File: config.mk
export PLATFORM = sky130hd
export DESIGN_NAME = lch_ram
export DESIGN_NICKNAME = d
export VERILOG_FILES = /design/src/rtl/core/lch_ram.sv
export SDC_FILE = /design/constraint.sdc
export NUM_CORES = 1
export LEC_CHECK = 0
export ABC_AREA = 1
export BUFFER_PORTS_ARGS = -buffer_cell sky130_fd_sc_hd__buf_2
export CAP_MARGIN = 20
export CELL_PAD_IN_SITES_DETAIL_PLACEMENT = 0
export CELL_PAD_IN_SITES_GLOBAL_PLACEMENT = 2
export CORE_UTILIZATION = 43
export CTS_CLUSTER_DIAMETER = 200
export DETAILED_ROUTE_END_ITERATION = 7
export PLACE_DENSITY = 0.84
export SLEW_MARGIN = 20
export SYNTH_ARGS = -nofsm -noshare
export SYNTH_HDL_FRONTEND = slang
export SYNTH_SLANG_ARGS = --single-unit
File: constraint.sdc
create_clock -name clk -period 1.9 [get_ports clk]
set_input_delay 0.095 -clock clk [delete_from_list [all_inputs] [get_ports clk]]
set_output_delay 0.095 -clock clk [all_outputs]
set_load 0.01 [all_outputs]
File: src/rtl/core/lch_ram.sv
// Generic single-write, single-read synchronous RAM with a registered read.
// Stands alone; no package dependency.
`default_nettype none

module lch_ram #(
  parameter int WIDTH = 8,
  parameter int DEPTH = 16
) (
  input  wire logic                     clk,
  input  wire logic                     we,
  input  wire logic [$clog2(DEPTH)-1:0] waddr,
  input  wire logic [WIDTH-1:0]         wdata,
  input  wire logic [$clog2(DEPTH)-1:0] raddr,
  output logic      [WIDTH-1:0]         rdata
);

  logic [WIDTH-1:0] mem [DEPTH];

  always_ff @(posedge clk) begin
    if (we) begin
      mem[waddr] <= wdata;
    end
    rdata <= mem[raddr];
  end

endmodule

`default_nettype wire
==> run metrics <==
RSZ-0062 raised after global routing false; Reg power frac between 50% and 60%; Synth Area in Simple Gates 21.0%; Max-Cap Viols 0; combinational family with the most area after synthesis simple AND/OR/NAND/NOR gates; Final Cycle Share 54.4%; Initial DRT Pass Iterations 5; largest net degree at the start of global routing 46; total track usage roughly 21%; clk buf depth 2; HP Start raddr[3]; GR peak layer met2; Worst setup SP type flop; fmax approximately 0.97 GHz; Root Driver clkbuf_16; Yosys reg bits between 100 and 150; share of layout cells above drive strength 1 between 10% and 20%; hold path endpoint rdata[7]; Clock transition at path regs about 0.05 ns; Avg Inst Size Synth around 10 µm²; # clock sinks approximately 140; first-pass GRT wire length between 20 and 25 mm; met2 usage slightly above 30%; final worst path period need around 1.0 ns; PostCTS Resize Cnt 0; cell mode on critical path nand3_1; total CTS buffers 17; post-layout util roughly half; drt drc 0; met3 Resource Use GR between 5 and 6%; worst stage delay on the critical path roughly 0.37 ns; Worst R2R Path Depth 6; hold_buf cts 0; combinational cell fraction of total power 6.2%; switching share of total power 21.1%; total power 0.00668 W; sum of negative setup slack 0 ns; clock network fraction of design power a little over two fifths; Area Growth Syn to Fin 15.0%; cell area after layout 0.00663 mm²; Synth Warn # 0; Routability Congestion 0.774; dpl cell area around 0.0061 mm²; complex-gate fraction of the synthesized area 0%; post-synthesis sequential area ratio a little over two thirds; Min-Delay Path Class input pin to flop; Pint 0.00527 W; Crit Path Category flop to flop; Iter 0 DRT Violations ~320; CTS tree yes; cell-by-cell trace of the critical path inv_1, nand2_1, nand3_1, nand3_1, nand3_1, nand2_1; num ports 26; Psw approximately 0.0014 W; met1 Use GR around 28%; nets just over 600; Adder-Cell Fraction of Synth Area 0%; arrival time of the worst setup path around 1.3 ns; Port Buffer Count 25; Die ar. roughly 0.014 mm²; fraction of synthesized cell area in xor and xnor cells 0%; core area ~0.013 mm²; initial antenna violation count 0; R2R Path End rdata[5]; static leakage power about 2.9 nW; Final setup viols 0; worst-margin pin slew approximately 0.7 ns; Post-Route WL 13.0 mm; biggest area consumer among synthesized cells edfxtp_1; r2r setup slk roughly 0.87 ns; Slew headroom approximately 52%; Routed WL per cell approximately 17 µm; number of diodes 0; Row Count 41; total number of vias a little under 4000; Die Width 118 µm; RR Startpoint mem[7][5]; Clock Skews 0.00398 ns; CP max stage cell edfxtp_1; post-DP HPWL ~8.1 mm; PD cells approximately 1000 mW/mm²; post-synth top area share roughly two thirds; H-tree levels 4; Die H about 120 µm; initial core utilization between 40 and 50%; hold depth 3; Layout fillers 1177; final hold vios 0; post-synthesis cell count 551; Slew Viols, Final 0; Synth Cell Area ~0.0058 mm²; Routed Antenna Nets 0; Post CTS Setup Buffer Count 0; post-synthesis cell type count 12; clk_lat worst skew 0.41 ns; syn_nets between 500 and 600; Synth area leaders edfxtp_1 67%, nand2_1 11%, nand3_1 8.4%, inv_1 6.5%, dfxtp_1 2.8%; worst vdd ir between 0.0006 and 0.0007 V; worst-path fanout max 1; Critical Path RT around 2.2 ns; DR vias/cell 4.95; status completed; CP endpoint kind flop; vias in the first global route between 3000 and 4000; total grt overflow 0; post-synthesis mux area share 0%
cell usage after synthesis (all sizes together):
cell type    n
nand2      173
edfxtp     128
inv        102
nand3       97
buf         24
nor2        17
dfxtp        8
nand3b       2
power by group through the flow:
stage	Combinational, W	Sequential [W]	Clock, W
3_5_place_dp	0.000415	0.00343	0
4_1_cts	0.000417	0.00337	0.00295
6_report	0.000412	0.00337	0.00289
3_3_place_gp	0.000409	0.00343	0
5_1_grt	0.000462	0.00338	0.00309
2_1_floorplan	0.000237	0.00344	0
metal layers:
layer / vias up / part of all wire, %
li1: 1853 / -
met1: 1849 / 46
met2: 127 / 46
met3: 14 / 6.4
met4: 0 / 1.5
met5: - / 0
cells by family after synthesis:
family                 Yosys count
buffers and inverters          126
DFF                            136
and+or+nand+nor                289
worst max path at each step:
stage               slack (ns)  cells past startpoint    endpoint       from
floorplan                 0.85                      2  mem[10][0]   waddr[2]
global placement          0.59                      4   mem[3][6]   waddr[2]
detailed placement        0.51                      4   mem[2][5]   waddr[2]
CTS                       0.87                      6    rdata[6]  mem[1][6]
global route              0.79                      6    rdata[5]  mem[1][5]
finish                    0.87                      6    rdata[5]  mem[7][5]
cell usage in the layout, fill, tap and decap left out:
| cell type | synthesis | final |
|---|---|---|
| clkbuf_1 | 0 | 6 |
| nand2_1 | 173 | 173 |
| inv_2 | 2 | 2 |
| buf_4 | 4 | 20 |
| nand3b_1 | 2 | 2 |
| inv_1 | 100 | 100 |
| clkbuf_16 | 0 | 17 |
| nand3_1 | 97 | 97 |
| edfxtp_1 | 128 | 128 |
| clkinv_2 | 0 | 4 |
| clkbuf_8 | 0 | 4 |
| buf_2 | 13 | 25 |
| dfxtp_1 | 8 | 8 |
| buf_12 | 0 | 1 |
| nor2_1 | 17 | 17 |
area by class of cell:
class                      count  area, µm²  area share, %
sequential                   136       4000           60.4
multi-input combinational    289       1210           18.3
clock buffer                  27        503           7.58
inverter                     102        383           5.77
timing repair buffer          46        295           4.45
tap                          172        215           3.24
clock inverter                 4       20.0          0.302
flip-flops by register name (all words and copies together), names as in the netlist:
name / count
rdata: 8
mem: 128
critical path: cells and delay by family (launching register included):
| kind | cells | cell delay (ns) |
|---|---|---|
| simple gates | 5 | 0.46 |
| flops | 1 | 0.37 |
| buf+inv | 1 | 0.06 |
per-stage QoR:
step	cells	hold slack (ns)	setup WS, ns
floorplan	551	0.194	0.854
CTS	776	0.0435	0.869
finish	776	0.0676	0.867
global placement	745	0.493	0.592
global route	776	0.0552	0.791
detailed placement	745	0.487	0.514
Power figures use the tool's default switching activity.
